<file path="src/rtl/core/skeleton_joint_matrix_palette_defines.svh">
// Assertion macros shared by the joint matrix palette RTL.
`ifndef SKELETON_JOINT_MATRIX_PALETTE_DEFINES_SVH
`define SKELETON_JOINT_MATRIX_PALETTE_DEFINES_SVH

// same-cycle implication, sampled on clk, off during reset
`define SJMP_ASSERT_NOW(lbl, ante, cons, msg) \
  lbl: assert property (@(posedge clk) disable iff (!rst_n) (ante) |-> (cons)) \
    else $error(msg);

// next-cycle implication
`define SJMP_ASSERT_NEXT(lbl, ante, cons, msg) \
  lbl: assert property (@(posedge clk) disable iff (!rst_n) (ante) |=> (cons)) \
    else $error(msg);

`endif

</file>
<file path="src/rtl/core/sjmp_pkg.sv">
// Shared types, opcodes and tables of the joint matrix palette.
package sjmp_pkg;

  localparam int unsigned DATA_W = 32;
  localparam int unsigned WORDS_PER_JOINT = 12;

  localparam logic [1:0] REQ_TRANS = 2'd0;
  localparam logic [1:0] REQ_ROT   = 2'd1;
  localparam logic [1:0] REQ_SCALE = 2'd2;
  localparam logic [1:0] REQ_COL   = 2'd3;

  localparam logic [2:0] OP_NONE = 3'd0;
  localparam logic [2:0] OP_QP   = 3'd1;  // quaternion cross products
  localparam logic [2:0] OP_LOC  = 3'd2;  // rotation times scale
  localparam logic [2:0] OP_WLD  = 3'd3;  // parent times local
  localparam logic [2:0] OP_COL  = 3'd4;  // world times bind column

  localparam logic [3:0] QP_LAST   = 4'd8;
  localparam logic [3:0] WORD_LAST = 4'd11;
  localparam logic [3:0] WORD_D0   = 4'd0;
  localparam logic [3:0] WORD_D1   = 4'd5;
  localparam logic [3:0] WORD_D2   = 4'd10;

  typedef struct packed {
    logic [2:0] op;
    logic       cap;
    logic       rot_ld;
    logic       rd;
    logic       use_parent;
    logic       clr;
    logic       out_ld;
    logic       first;
    logic       last;
    logic [1:0] r;
    logic [1:0] c;
    logic [1:0] k;
    logic [3:0] n;
  } cmd_t;

  typedef struct packed {
    logic [1:0] req_type;
    logic       joint_ok;
    logic       out_busy;
  } stat_t;

  // operand pairs xx yy zz xy xz yz wx wy wz (0..3 = x y z w)
  function automatic logic [1:0] qp_a(input logic [3:0] n);
    logic [1:0] v;
    case (n)
      4'd0: v = 2'd0;
      4'd1: v = 2'd1;
      4'd2: v = 2'd2;
      4'd3: v = 2'd0;
      4'd4: v = 2'd0;
      4'd5: v = 2'd1;
      4'd6: v = 2'd3;
      4'd7: v = 2'd3;
      4'd8: v = 2'd3;
      default: v = 2'd0;
    endcase
    return v;
  endfunction

  function automatic logic [1:0] qp_b(input logic [3:0] n);
    logic [1:0] v;
    case (n)
      4'd0: v = 2'd0;
      4'd1: v = 2'd1;
      4'd2: v = 2'd2;
      4'd3: v = 2'd1;
      4'd4: v = 2'd2;
      4'd5: v = 2'd2;
      4'd6: v = 2'd0;
      4'd7: v = 2'd1;
      4'd8: v = 2'd2;
      default: v = 2'd0;
    endcase
    return v;
  endfunction

  function automatic logic is_diag(input logic [3:0] n);
    return (n == WORD_D0) || (n == WORD_D1) || (n == WORD_D2);
  endfunction

endpackage

</file>
<file path="src/rtl/core/sjmp_ctrl.sv">
// Sequencer: clear pass, joint build and column product schedules.
`include "skeleton_joint_matrix_palette_defines.svh"
module sjmp_ctrl import sjmp_pkg::*; #(
  parameter int unsigned MAX_JOINTS = 256,
  parameter int unsigned JW = (MAX_JOINTS > 1) ? $clog2(MAX_JOINTS) : 1
) (
  input  logic          clk,
  input  logic          rst_n,
  input  logic          in_tvalid,
  output logic          in_tready,
  input  stat_t         st,
  output cmd_t          cmd,
  output logic [JW-1:0] clr_joint
);

  localparam logic [3:0] S_CLR  = 4'd0;
  localparam logic [3:0] S_IDLE = 4'd1;
  localparam logic [3:0] S_QP   = 4'd2;
  localparam logic [3:0] S_QW   = 4'd3;
  localparam logic [3:0] S_ROT  = 4'd4;
  localparam logic [3:0] S_LOC  = 4'd5;
  localparam logic [3:0] S_LDP  = 4'd6;
  localparam logic [3:0] S_WLD  = 4'd7;
  localparam logic [3:0] S_WDR  = 4'd8;
  localparam logic [3:0] S_LDC  = 4'd9;
  localparam logic [3:0] S_COL  = 4'd10;
  localparam logic [3:0] S_CDR  = 4'd11;
  localparam logic [3:0] S_OUT  = 4'd12;

  localparam logic [JW-1:0] CLR_LAST = JW'(MAX_JOINTS - 1);

  logic [3:0]    state_r, state_nxt;
  logic [3:0]    n_r, n_nxt;
  logic [1:0]    r_r, r_nxt, c_r, c_nxt, k_r, k_nxt;
  logic [JW-1:0] clr_j_r, clr_j_nxt;
  logic          accept;

  assign in_tready = (state_r == S_IDLE);
  assign accept    = in_tvalid && in_tready;
  assign clr_joint = clr_j_r;

  always_comb begin
    state_nxt = state_r;
    n_nxt     = n_r;
    r_nxt     = r_r;
    c_nxt     = c_r;
    k_nxt     = k_r;
    clr_j_nxt = clr_j_r;
    cmd       = '0;
    cmd.cap   = accept;
    cmd.r     = r_r;
    cmd.c     = c_r;
    cmd.k     = k_r;
    cmd.n     = n_r;
    case (state_r)
      S_CLR: begin
        cmd.clr = 1'b1;
        if (n_r == WORD_LAST) begin
          n_nxt = '0;
          if (clr_j_r == CLR_LAST) begin
            state_nxt = S_IDLE;
          end else begin
            clr_j_nxt = clr_j_r + 1'b1;
          end
        end else begin
          n_nxt = n_r + 1'b1;
        end
      end
      S_IDLE: begin
        n_nxt = '0;
        r_nxt = '0;
        c_nxt = '0;
        k_nxt = '0;
        if (accept && st.joint_ok && (st.req_type == REQ_SCALE)) begin
          state_nxt = S_QP;
        end else if (accept && st.joint_ok && (st.req_type == REQ_COL)) begin
          state_nxt = S_LDC;
        end
      end
      S_QP: begin
        cmd.op = OP_QP;
        if (n_r == QP_LAST) begin
          n_nxt     = '0;
          state_nxt = S_QW;
        end else begin
          n_nxt = n_r + 1'b1;
        end
      end
      S_QW: state_nxt = S_ROT;
      S_ROT: begin
        cmd.rot_ld = 1'b1;
        state_nxt  = S_LOC;
      end
      S_LOC: begin
        cmd.op = OP_LOC;
        if (c_r == 2'd2) begin
          c_nxt = '0;
          if (r_r == 2'd2) begin
            r_nxt     = '0;
            state_nxt = S_LDP;
          end else begin
            r_nxt = r_r + 1'b1;
          end
        end else begin
          c_nxt = c_r + 1'b1;
        end
      end
      S_LDP: begin
        cmd.rd         = 1'b1;
        cmd.use_parent = 1'b1;
        if (n_r == WORD_LAST) begin
          n_nxt     = '0;
          state_nxt = S_WLD;
        end else begin
          n_nxt = n_r + 1'b1;
        end
      end
      S_WLD: begin
        cmd.op    = OP_WLD;
        cmd.first = (k_r == 2'd0);
        cmd.last  = (k_r == 2'd2);
        if (k_r == 2'd2) begin
          k_nxt = '0;
          if (c_r == 2'd3) begin
            c_nxt = '0;
            if (r_r == 2'd2) begin
              r_nxt     = '0;
              state_nxt = S_WDR;
            end else begin
              r_nxt = r_r + 1'b1;
            end
          end else begin
            c_nxt = c_r + 1'b1;
          end
        end else begin
          k_nxt = k_r + 1'b1;
        end
      end
      S_WDR: state_nxt = S_IDLE;
      S_LDC: begin
        cmd.rd = 1'b1;
        if (n_r == WORD_LAST) begin
          n_nxt     = '0;
          state_nxt = S_COL;
        end else begin
          n_nxt = n_r + 1'b1;
        end
      end
      S_COL: begin
        cmd.op    = OP_COL;
        cmd.first = (k_r == 2'd0);
        cmd.last  = (k_r == 2'd3);
        if (k_r == 2'd3) begin
          k_nxt = '0;
          if (r_r == 2'd2) begin
            r_nxt     = '0;
            state_nxt = S_CDR;
          end else begin
            r_nxt = r_r + 1'b1;
          end
        end else begin
          k_nxt = k_r + 1'b1;
        end
      end
      S_CDR: state_nxt = S_OUT;
      S_OUT: begin
        // hold the finished column until the output register frees up
        if (!st.out_busy) begin
          cmd.out_ld = 1'b1;
          state_nxt  = S_IDLE;
        end
      end
      default: state_nxt = S_IDLE;
    endcase
  end

  always_ff @(posedge clk) begin
    if (!rst_n) begin
      state_r <= S_CLR;
      n_r     <= '0;
      r_r     <= '0;
      c_r     <= '0;
      k_r     <= '0;
      clr_j_r <= '0;
    end else begin
      state_r <= state_nxt;
      n_r     <= n_nxt;
      r_r     <= r_nxt;
      c_r     <= c_nxt;
      k_r     <= k_nxt;
      clr_j_r <= clr_j_nxt;
    end
  end

  `SJMP_ASSERT_NOW(a_out_ld_free, cmd.out_ld, !st.out_busy, "result loaded over a waiting beat")
  `SJMP_ASSERT_NOW(a_wld_k_range, state_r == S_WLD, k_r != 2'd3, "world product k out of range")
  `SJMP_ASSERT_NEXT(a_qp_to_wait, (state_r == S_QP) && (n_r == QP_LAST), state_r == S_QW,
                    "quaternion products did not end")
  `SJMP_ASSERT_NOW(a_clr_no_take, state_r == S_CLR, !in_tready, "input taken during clear")

endmodule

</file>
<file path="config.mk">
export PLATFORM = sky130hd
export DESIGN_NAME = sjmp_ctrl
export DESIGN_NICKNAME = d
export VERILOG_FILES = /design/src/rtl/core/sjmp_pkg.sv /design/src/rtl/core/sjmp_ctrl.sv
export VERILOG_INCLUDE_DIRS = /design/src /design/src/rtl/core
export SDC_FILE = /design/constraint.sdc
export NUM_CORES = 1
export LEC_CHECK = 0
export BUFFER_PORTS_ARGS = -buffer_cell sky130_fd_sc_hd__buf_4
export CORE_MARGIN = 2
export CORE_UTILIZATION = 35
export CTS_BUF_LIST = sky130_fd_sc_hd__clkbuf_16
export CTS_CLUSTER_DIAMETER = 200
export CTS_CLUSTER_SIZE = 16
export DETAILED_ROUTE_END_ITERATION = 8
export SYNTH_ARGS = -nofsm -noshare
export SYNTH_HDL_FRONTEND = slang
export SYNTH_SLANG_ARGS = --single-unit
</file>
<file path="constraint.sdc">
create_clock -name clk -period 2.41 [get_ports clk]
set_input_delay 0.3615 -clock clk [delete_from_list [all_inputs] [get_ports clk]]
set_output_delay 0.3615 -clock clk [all_outputs]
set_load 0.01 [all_outputs]
</file>
-- Yosys cells after proc, flatten, opt, wreduce, memory -nomap -nowiden
Index checks and enable logic that the tools add are counted.
- bits in registers: 22
- bits of input ports: 7
- output and inout port bits: 30
- logic and storage cells: 103
- add/subtract/negate cells: 5
- eq/ne operators: 35
- mux-type cells: 40
- bitwise gates (word level): 1
- reductions and logical operators: 16
- operators by type and width (operator ; number):
    4-bit two-way mux ; 17
    4-bit one-hot mux with 12 select lines ; 1
    2-bit inequality test, second input constant ; 13
    4-bit equality test, second input constant ; 6
    2-bit two-way mux ; 10
    4-bit by 3-bit equality test with 1-bit output, second input constant ; 4
    2-bit equality test, second input constant ; 7
    14-bit AND reduction ; 1
    2-bit one-hot mux with 3 select lines ; 2
    3-bit one-hot mux with 4 select lines ; 1
    4-bit one-hot mux with 3 select lines ; 1
    3-bit nonzero test ; 3
    8-bit by 1-bit adder with 8-bit output, second input constant ; 1
    4-bit by 2-bit equality test with 1-bit output, second input constant ; 2
    8-bit equality test, second input constant ; 1
    2-bit one-hot mux with 4 select lines ; 1
    2-bit by 1-bit adder with 2-bit output, second input constant ; 3
    1-bit two-way mux ; 6
    5-bit AND reduction ; 1
    4-bit by 1-bit adder with 4-bit output, second input constant ; 1
    4-bit by 1-bit equality test with 1-bit output, second input constant ; 1
    1-bit logical AND ; 4
    4-bit logical NOT ; 1
    2-bit one-hot mux with 2 select lines ; 1
    other kinds (8) ; 8

-- Longest topological paths before layout
Gate-level depths: netlist of the first run.
- word-level depth: 7
- gate-level depth with buffers: 8
- mapped depth without buffers: 7

-- Worst setup path after synthesis of the first run
Ideal clock, no wire load.
- kind: register -> register
- start point: register n_r[1]
- end point: register state_r[0]
- setup time: 119 ps
- data arrival time: 1872 ps
- data required time: 2291 ps
- setup slack: 420 ps
- stages on the path, launching flop included: 8
- buffers on the path: 1
- period minus slack after synthesis: 1990 ps
- cells stage by stage: dfxtp_1 > ha_1 > mux2_1 > o22ai_1 > or3_1 > buf_4 > or2_1 > o221a_1
- word-level cells in the longest chain between the ends: 3
- elaborated cells between the ends (all ways): 7
- classes of those cells: eq/ne (6); reduce/logical (1)
- ends and longest elaborated chain (item ; RTL line ; text):
    start: declaration ; sjmp_ctrl.sv:33 ; logic [3:0] n_r, n_nxt;
    start signal: assignment ; sjmp_ctrl.sv:187 ; n_r <= n_nxt;
    4-bit equality test (on tied branches) ; -- ;
    2-bit inequality test (no line) ; -- ;
    14-bit AND reduction (no line) (*) ; -- ;
    end signal: assignment ; sjmp_ctrl.sv:186 ; state_r <= state_nxt;
    end: declaration ; sjmp_ctrl.sv:32 ; logic [3:0] state_r, state_nxt;
Every way passes the cells marked *; elsewhere a longest branch is shown, timed or not.
A chain may end at the register's enable or synchronous reset.

-- Worst setup path after layout of the first run
- start point: register state_r[3]
- end point: register n_r[3]
- word-level cells in the longest chain between the ends: 3
- elaborated cells between the ends (all ways): 8
- classes of those cells: eq/ne (4); mux (1); reduce/logical (3)
- ends and longest elaborated chain (item ; RTL line ; text):
    4-bit equality test (tied with other cells) ; sjmp_ctrl.sv:55 ; case (state_r)
    3-bit OR reduction (no line) ; -- ;
    4-bit one-hot mux with 3 select lines or 3-bit nonzero test (tied branches) ; -- ;
Several ways; a longest one is shown, not always the timed one.

==> results of run 1 <==
[worst min-delay path, delay by kind of cell]
family / cells / cell delay [ps]
simple gates: 1 / 60
buf+inv: 1 / 130
mux: 1 / 50
[layout by cell type, fill, tap and decap left out, types with 3 or more instances in the layout]
master     netlist  final
nand3_1          6      6
nand2_1         14     14
clkbuf_16        0      3
dfxtp_1         22     22
xnor2_1          3      3
xor2_1           4      4
a21oi_1          8      8
nand2b_1         4      4
a211oi_1         3      3
nor2_1          19     19
o21ai_0          5      5
buf_4            2     43
inv_1           12     12
nor3_1           4      4
a22oi_1          5      5
ha_1            11     11
[through the flow]
stage	power (uW)	setup slack [ps]	instance area, um2
finish	777	175	1930
global route	809	20.1	1930
CTS	784	215	1930
detailed placement	429	240	1850
global placement	428	291	1850
floorplan	406	420	1510
[final timing paths]
kind,slack (ps),cells past startpoint,to
min,400,3,state_r[1]
max reg2reg,180,5,n_r[3]
max,180,5,n_r[3]
min reg2reg,500,2,r_r[0]
[final cells by class]
cell class                 instances  area (um2)  area share
sequential                        22         440       0.229
clock buffer                       3        75.1      0.0390
timing repair buffer              43         323       0.168
inverter                          14        52.6      0.0273
multi-input combinational        138         970       0.503
tap                               50        62.6      0.0325
clock inverter                     1        3.75     0.00195
[sequential cells by signal (all words and copies together), names as in the netlist]
register and cells:
clr_joint 8, n_r 4, state_r 4, c_r 2
k_r 2, r_r 2
[power by group]
part           internal, uW  switching, uW  total (uW)  leakage (uW)
logic                  23.2           22.4        45.7      0.000578
clock network           221            135         356     0.0000385
registers               368           6.81         375      0.000178
[per-layer routing]
metal | global-route usage | part of all wire | vias to the layer above
met5 | 0 | 0 | -
li1 | - | - | 741
met3 | 0.0233 | 0.048 | 2
met4 | 0.0321 | 0.0054 | 0
met1 | 0.225 | 0.50 | 692
met2 | 0.246 | 0.44 | 40
[kinds of logic after synthesis]
logic type      count (synthesis)  share of synthesized area
compound gates                 42                      0.201
xor+xnor                        7                     0.0405
fa+ha+maj                      11                     0.0909
buf+inv                        24                     0.0686
flops                          22                      0.291
mux                             3                     0.0207
simple gates                   75                      0.288
==> impl_metrics.ini, run 1 <==
[critical_path]
crit-reg2reg-launch = state_r[3]
arrival_ps = 2390
cp_top_family = simple AND/OR/NAND/NOR gates
max_stage_delay_ps = 650
startpoint_type = flop
crit_path_end_kind = flop
startpoint = state_r[3]
slowest_stage = dfxtp_1
cp_num_buf_inv = 0
path_max_fanout = 17
cp.required_ps = 2560
crit_type = reg2reg
cp_cell_sequence = or4bb_1 -> a32oi_1 -> or3_1 -> a41oi_1 -> a311oi_1

[floorplan]
die_x_um = 69.8
die_y_um = 69.8
initial_core_util = 0.370
die_area_um2 = 4870
io_pins = 37
core_area_um2 = 4090
rows = 23

[synthesis]
synth_edf_count = 0
syn_nets = 202
synthCells = 184
yosysMostFrequentCell = dfxtp_1
ys_warn_count = 0
synthTopCellsByArea = dfxtp_1, ha_1, nor2_1
netlist_area_um2 = 1510
synth_commonest_cells = dfxtp_1, nor2_1, nand2_1
avgSynthCellArea_um2 = 8.23
synth_cell_types = 58
ys_seq_area_frac = 0.291
yosys.area.top_type_share = 0.291
ys_ff_latch = 22
yosysTopAreaCell = dfxtp_1
ys.flop_type = dfxtp_1
async_reset_ff_frac = 0

[drt]
drc = 0
drt.antenna.violating_nets = 0
drt_iter0_drc = 56
via_per_inst = 5.44
via_count = 1475
dr.pass1.iters = 4
drt_wl_total_um = 3720
wl_per_cell_um = 13.7

[layout]
final_util = 0.472
syn_to_final_growth_pct = 27.3
fin_nets = 240
final_cell_count_no_fill = 271
n_antenna_cell = 0
fill_cells = 420
layout-drive-gt1-share = 0.235

[power]
power_leakage_uw = 0.000795
powerDensity_nw_per_um2 = 403
ir_drop_uv = 230

[placed_design]
place_inst = 267
numPortBuffers = 36
routabilityCongestion = 0.879
hpwl_um = 2720

[grt]
grt_max_degree = 20
grt_pass1_vias = 1396
antenna_found_initial = 0
grt_pass1_wl_um = 6410
track_usage = 0.156
grt_overflow = 0

[sta]
hold_viol_final = 0
worst_pin_slew_ps = 595
finalSetupViolCount = 0
fmax_ghz = 0.448
whs_ps = 398
rsz0062_at_grt = false
post-route-period-util = 0.927
fin_skew_ps = 1.98
slew_headroom = 0.601
period_needed_ps = 2230
finalMaxSlewViolations = 0
tns_ps = 0

[outcome]
status = completed

[clocking]
numCtsBuffers = 3
clockRootBuffer = clkbuf_16
cts.repair.resized = 0
cts_tree = built
cts_buffer_depth = 2
insertion_delay_ps = 250
h-tree-depth = 1
cts-hold-fix-buffers = 0
path_clk_slew_ps = 60
cts_sinks = 22
post-cts-setup-buffers = 0

[flow_run]
maxCapViolCount = 0

[hold_path]
worstHoldStart = rst_n
hold_class = in2reg
(Power assumes the default switching activity.)
==> run 2: changes to the inputs <==
--- a/config.mk
+++ b/config.mk
@@ -9,10 +9,10 @@
 export BUFFER_PORTS_ARGS = -buffer_cell sky130_fd_sc_hd__buf_4
 export CORE_MARGIN = 2
 export CORE_UTILIZATION = 35
-export CTS_BUF_LIST = sky130_fd_sc_hd__clkbuf_16
 export CTS_CLUSTER_DIAMETER = 200
 export CTS_CLUSTER_SIZE = 16
 export DETAILED_ROUTE_END_ITERATION = 8
+export SKIP_LAST_GASP = 1
 export SYNTH_ARGS = -nofsm -noshare
 export SYNTH_HDL_FRONTEND = slang
 export SYNTH_SLANG_ARGS = --single-unit
==> impl_metrics.ini, run 2 (synthesis results as in run 1) <==
[sta]
slew_headroom = 0.603
worst_slack_ps = 222
fmax_ghz = 0.457
period_needed_ps = 2190
post-route-period-util = 0.908
tns_ps = 0
fin_skew_ps = 1.45
worst_pin_slew_ps = 591
finalSetupViolCount = 0
rsz0062_at_grt = false
finalMaxSlewViolations = 0
hold_viol_final = 0

[placed_design]
hpwl_um = 2720
pre_cts_slack_ps = 240
routabilityCongestion = 0.879
numPortBuffers = 36
placed_area_um2 = 1850

[power]
total_power_uw = 690
ir_drop_uv = 163
p_seq_frac = 0.543
powerDensity_nw_per_um2 = 362
swShare = 0.222
clkPwrFrac = 0.391
p_int_uw = 536
p_switching_uw = 153
power_leakage_uw = 0.000785
pwr-share-comb = 0.066

[floorplan]
die_y_um = 69.8
io_pins = 37
die_x_um = 69.8
core_area_um2 = 4090
initial_core_util = 0.370
rows = 23
die_area_um2 = 4870

[clocking]
cts_tree = built
insertion_delay_ps = 260
cts_buffer_depth = 2
cts_sinks = 22
post-cts-setup-buffers = 0
cts.repair.resized = 0
cts-hold-fix-buffers = 0
path_clk_slew_ps = 80
clockRootBuffer = clkbuf_8
h-tree-depth = 1
numCtsBuffers = 3

[layout]
syn_to_final_growth_pct = 25.7
final_area_um2 = 1900
fin_nets = 240
n_antenna_cell = 0
mostFrequentLayoutCells = buf_4, dfxtp_1, nor2_1
largest_reg_flops = 8
layout-drive-gt1-share = 0.240
final_common_cell = buf_4

[critical_path]
crit_type = reg2reg
startpoint = state_r[3]
startpoint_type = flop
cp_cell_sequence = or4_1 -> o22ai_1 -> or3_1 -> or2_1 -> o221a_1
timing.rr.end = state_r[0]
critical_path.endpoint = state_r[0]
crit_path_end_kind = flop
max_stage_delay_ps = 640
arrival_ps = 2340
path_max_fanout = 17
cp.required_ps = 2560
slowest_stage = dfxtp_1
r2r_slack_ps = 220
crit-reg2reg-launch = state_r[3]
reg2reg_depth = 5

[grt]
grt_pass1_vias = 1355
grt_overflow = 0
grt_pass1_wl_um = 6300
track_usage = 0.153
grt_max_degree = 20
antenna_found_initial = 0

[flow_run]
maxCapViolCount = 0

[drt]
wl_per_cell_um = 13.4
drt_iter0_drc = 50
via_per_inst = 5.43
drt.antenna.violating_nets = 0
drc = 0
drt_wl_total_um = 3630
via_count = 1472
dr.pass1.iters = 4

[outcome]
status = completed

[hold_path]
hold_class = in2reg
==> run 2: cell type report <==
| cell class | instances | area [um2] |
|---|---|---|
| multi-input combinational | 138 | 970 |
| tap | 50 | 62.6 |
| inverter | 14 | 52.6 |
| fill | 425 | 2180 |
| sequential | 22 | 440 |
| timing repair buffer | 43 | 323 |
| clock buffer | 4 | 55.1 |
==> run 2: layer usage <==
layer  wire (um)  GRT usage
met3         181     0.0276
met5           0          0
met1        1850      0.224
met2        1580      0.233
met4          26     0.0321
==> run 2: metrics by stage <==
stage,utilization,instances,hold WS (ps)
finish,0.466,271,385
global route,0.466,271,379
CTS,0.466,271,379
detailed placement,0.452,267,489
global placement,0.452,267,492
floorplan,-,184,500
==> run 2: worst min-delay path by stage <==
stage	slack, ps	end	start	cells past startpoint
6_report	380	state_r[1]	rst_n	3
5_1_grt	380	state_r[1]	rst_n	3
4_1_cts	380	state_r[0]	rst_n	2
3_5_place_dp	490	r_r[0]	r_r[0]	2
3_3_place_gp	490	r_r[0]	r_r[0]	2
2_1_floorplan	500	r_r[0]	r_r[0]	2
==> run 2: worst max-delay path, delay by kind of cell, from the launching register on <==
| kind | cells | cell delay (ps) |
|---|---|---|
| simple gates | 3 | 1080 |
| flops | 1 | 640 |
| compound gates | 2 | 360 |
==> run 2: power groups by stage <==
stage / sequential [uW] / clock [uW] / combinational, uW
2_1_floorplan: 383 / 0 / 22.9
3_3_place_gp: 383 / 0 / 45.6
3_5_place_dp: 383 / 0 / 46.3
5_1_grt: 375 / 298 / 49.8
6_report: 374 / 270 / 45.4
4_1_cts: 374 / 279 / 46.4
==> run 3: changes to the inputs <==
--- a/config.mk
+++ b/config.mk
@@ -7,8 +7,8 @@
 export NUM_CORES = 1
 export LEC_CHECK = 0
 export BUFFER_PORTS_ARGS = -buffer_cell sky130_fd_sc_hd__buf_4
-export CORE_MARGIN = 2
-export CORE_UTILIZATION = 35
+export CORE_MARGIN = 1
+export CORE_UTILIZATION = 40
 export CTS_CLUSTER_DIAMETER = 200
 export CTS_CLUSTER_SIZE = 16
 export DETAILED_ROUTE_END_ITERATION = 8
==> constraint.sdc (replaced) <==
create_clock -name clk -period 2.41 [get_ports clk]
set_input_delay 0.3615 -clock clk [delete_from_list [all_inputs] [get_ports clk]]
set_output_delay 0.3615 -clock clk [all_outputs]
set_load 0.005 [all_outputs]
==> impl_metrics.ini, run 3 (synthesis results as in run 1) <==
[sta]
tns_ps = 0
slew_headroom = 0.619
rsz0062_at_grt = false
fin_skew_ps = 2.72
finalSetupViolCount = 0
post-route-period-util = 0.923
fmax_ghz = 0.450
finalMaxSlewViolations = 0
hold_viol_final = 0
period_needed_ps = 2220
worst_pin_slew_ps = 569

[grt]
grt_overflow = 0
track_usage = 0.194
grt_max_degree = 20
grt_pass1_wl_um = 6310
antenna_found_initial = 0
grt_pass1_vias = 1358

[drt]
via_count = 1450
drt_iter0_drc = 66
dr.pass1.iters = 4
wl_per_cell_um = 13.9
drt_wl_total_um = 3670
drt.antenna.violating_nets = 0
drc = 0
via_per_inst = 5.49

[clocking]
cts.repair.resized = 0
numCtsBuffers = 3
cts_tree = built
post-cts-setup-buffers = 0
path_clk_slew_ps = 90
h-tree-depth = 1
insertion_delay_ps = 260
clockRootBuffer = clkbuf_8
cts_sinks = 22
cts-hold-fix-buffers = 0
cts_buffer_depth = 2

[power]
power_leakage_uw = 0.000775
powerDensity_nw_per_um2 = 405
total_power_uw = 766
ir_drop_uv = 181

[layout]
fin_nets = 237
n_antenna_cell = 0
layout-drive-gt1-share = 0.229
mostFrequentLayoutCells = buf_4, dfxtp_1, nor2_1
syn_to_final_growth_pct = 25.0
final_common_cell = buf_4
final_cell_count_no_fill = 264
largest_reg_flops = 8

[critical_path]
startpoint_type = flop
cp.required_ps = 2570
path_max_fanout = 17
crit_path_end_kind = flop
arrival_ps = 2380
crit_type = reg2reg

[floorplan]
die_y_um = 63.5
initial_core_util = 0.437
rows = 21
io_pins = 37
core_area_um2 = 3470
die_area_um2 = 4030
die_x_um = 63.5

[flow_run]
maxCapViolCount = 0

[placed_design]
place_inst = 260
hpwl_um = 2740
numPortBuffers = 36
routabilityCongestion = 0.827

[hold_path]
hold_class = in2reg

[outcome]
status = completed
-- run 3: power by group --
group | total, uW | switching, uW | internal, uW
Combinational | 43.9 | 20.7 | 23.2
Sequential | 374 | 6.86 | 368
Clock | 348 | 126 | 222
-- run 3: final cells by class --
| cell class | instances | area, um2 |
|---|---|---|
| fill | 332 | 1580 |
| inverter | 14 | 52.6 |
| tap | 46 | 57.6 |
| multi-input combinational | 138 | 970 |
| sequential | 22 | 440 |
| clock buffer | 3 | 41.3 |
| timing repair buffer | 40 | 300 |
| clock inverter | 1 | 30.0 |
-- run 3: through the flow --
stage / worst slack, ps / instance area (um2) / utilization / hold WS [ps]
4_1_cts: 204 / 1890 / 0.545 / 377
3_3_place_gp: 317 / 1820 / 0.525 / 486
6_report: 186 / 1890 / 0.545 / 379
2_1_floorplan: 464 / 1510 / - / 473
3_5_place_dp: 205 / 1820 / 0.525 / 491
5_1_grt: 30.4 / 1890 / 0.545 / 372
-- run 3: path summary, 6_finish.rpt --
kind,cells past startpoint,slack [ps],start,end
max,5,190,state_r[3],n_r[3]
min,2,380,rst_n,state_r[0]
max reg2reg,5,190,state_r[3],n_r[3]
min reg2reg,2,510,r_r[0],r_r[0]
-- run 3: routing by layer --
metal,GRT usage,share of wire
met5,0,0
met4,0.0511,0.0063
met3,0.0181,0.032
met2,0.335,0.47
met1,0.253,0.49
-- run 3: critical path: stages (launching register included) --
cell,delay (ps)
dfxtp_1,650
or4bb_1,530
a32oi_1,220
or3_1,300
a41oi_1,160
a311oi_1,270
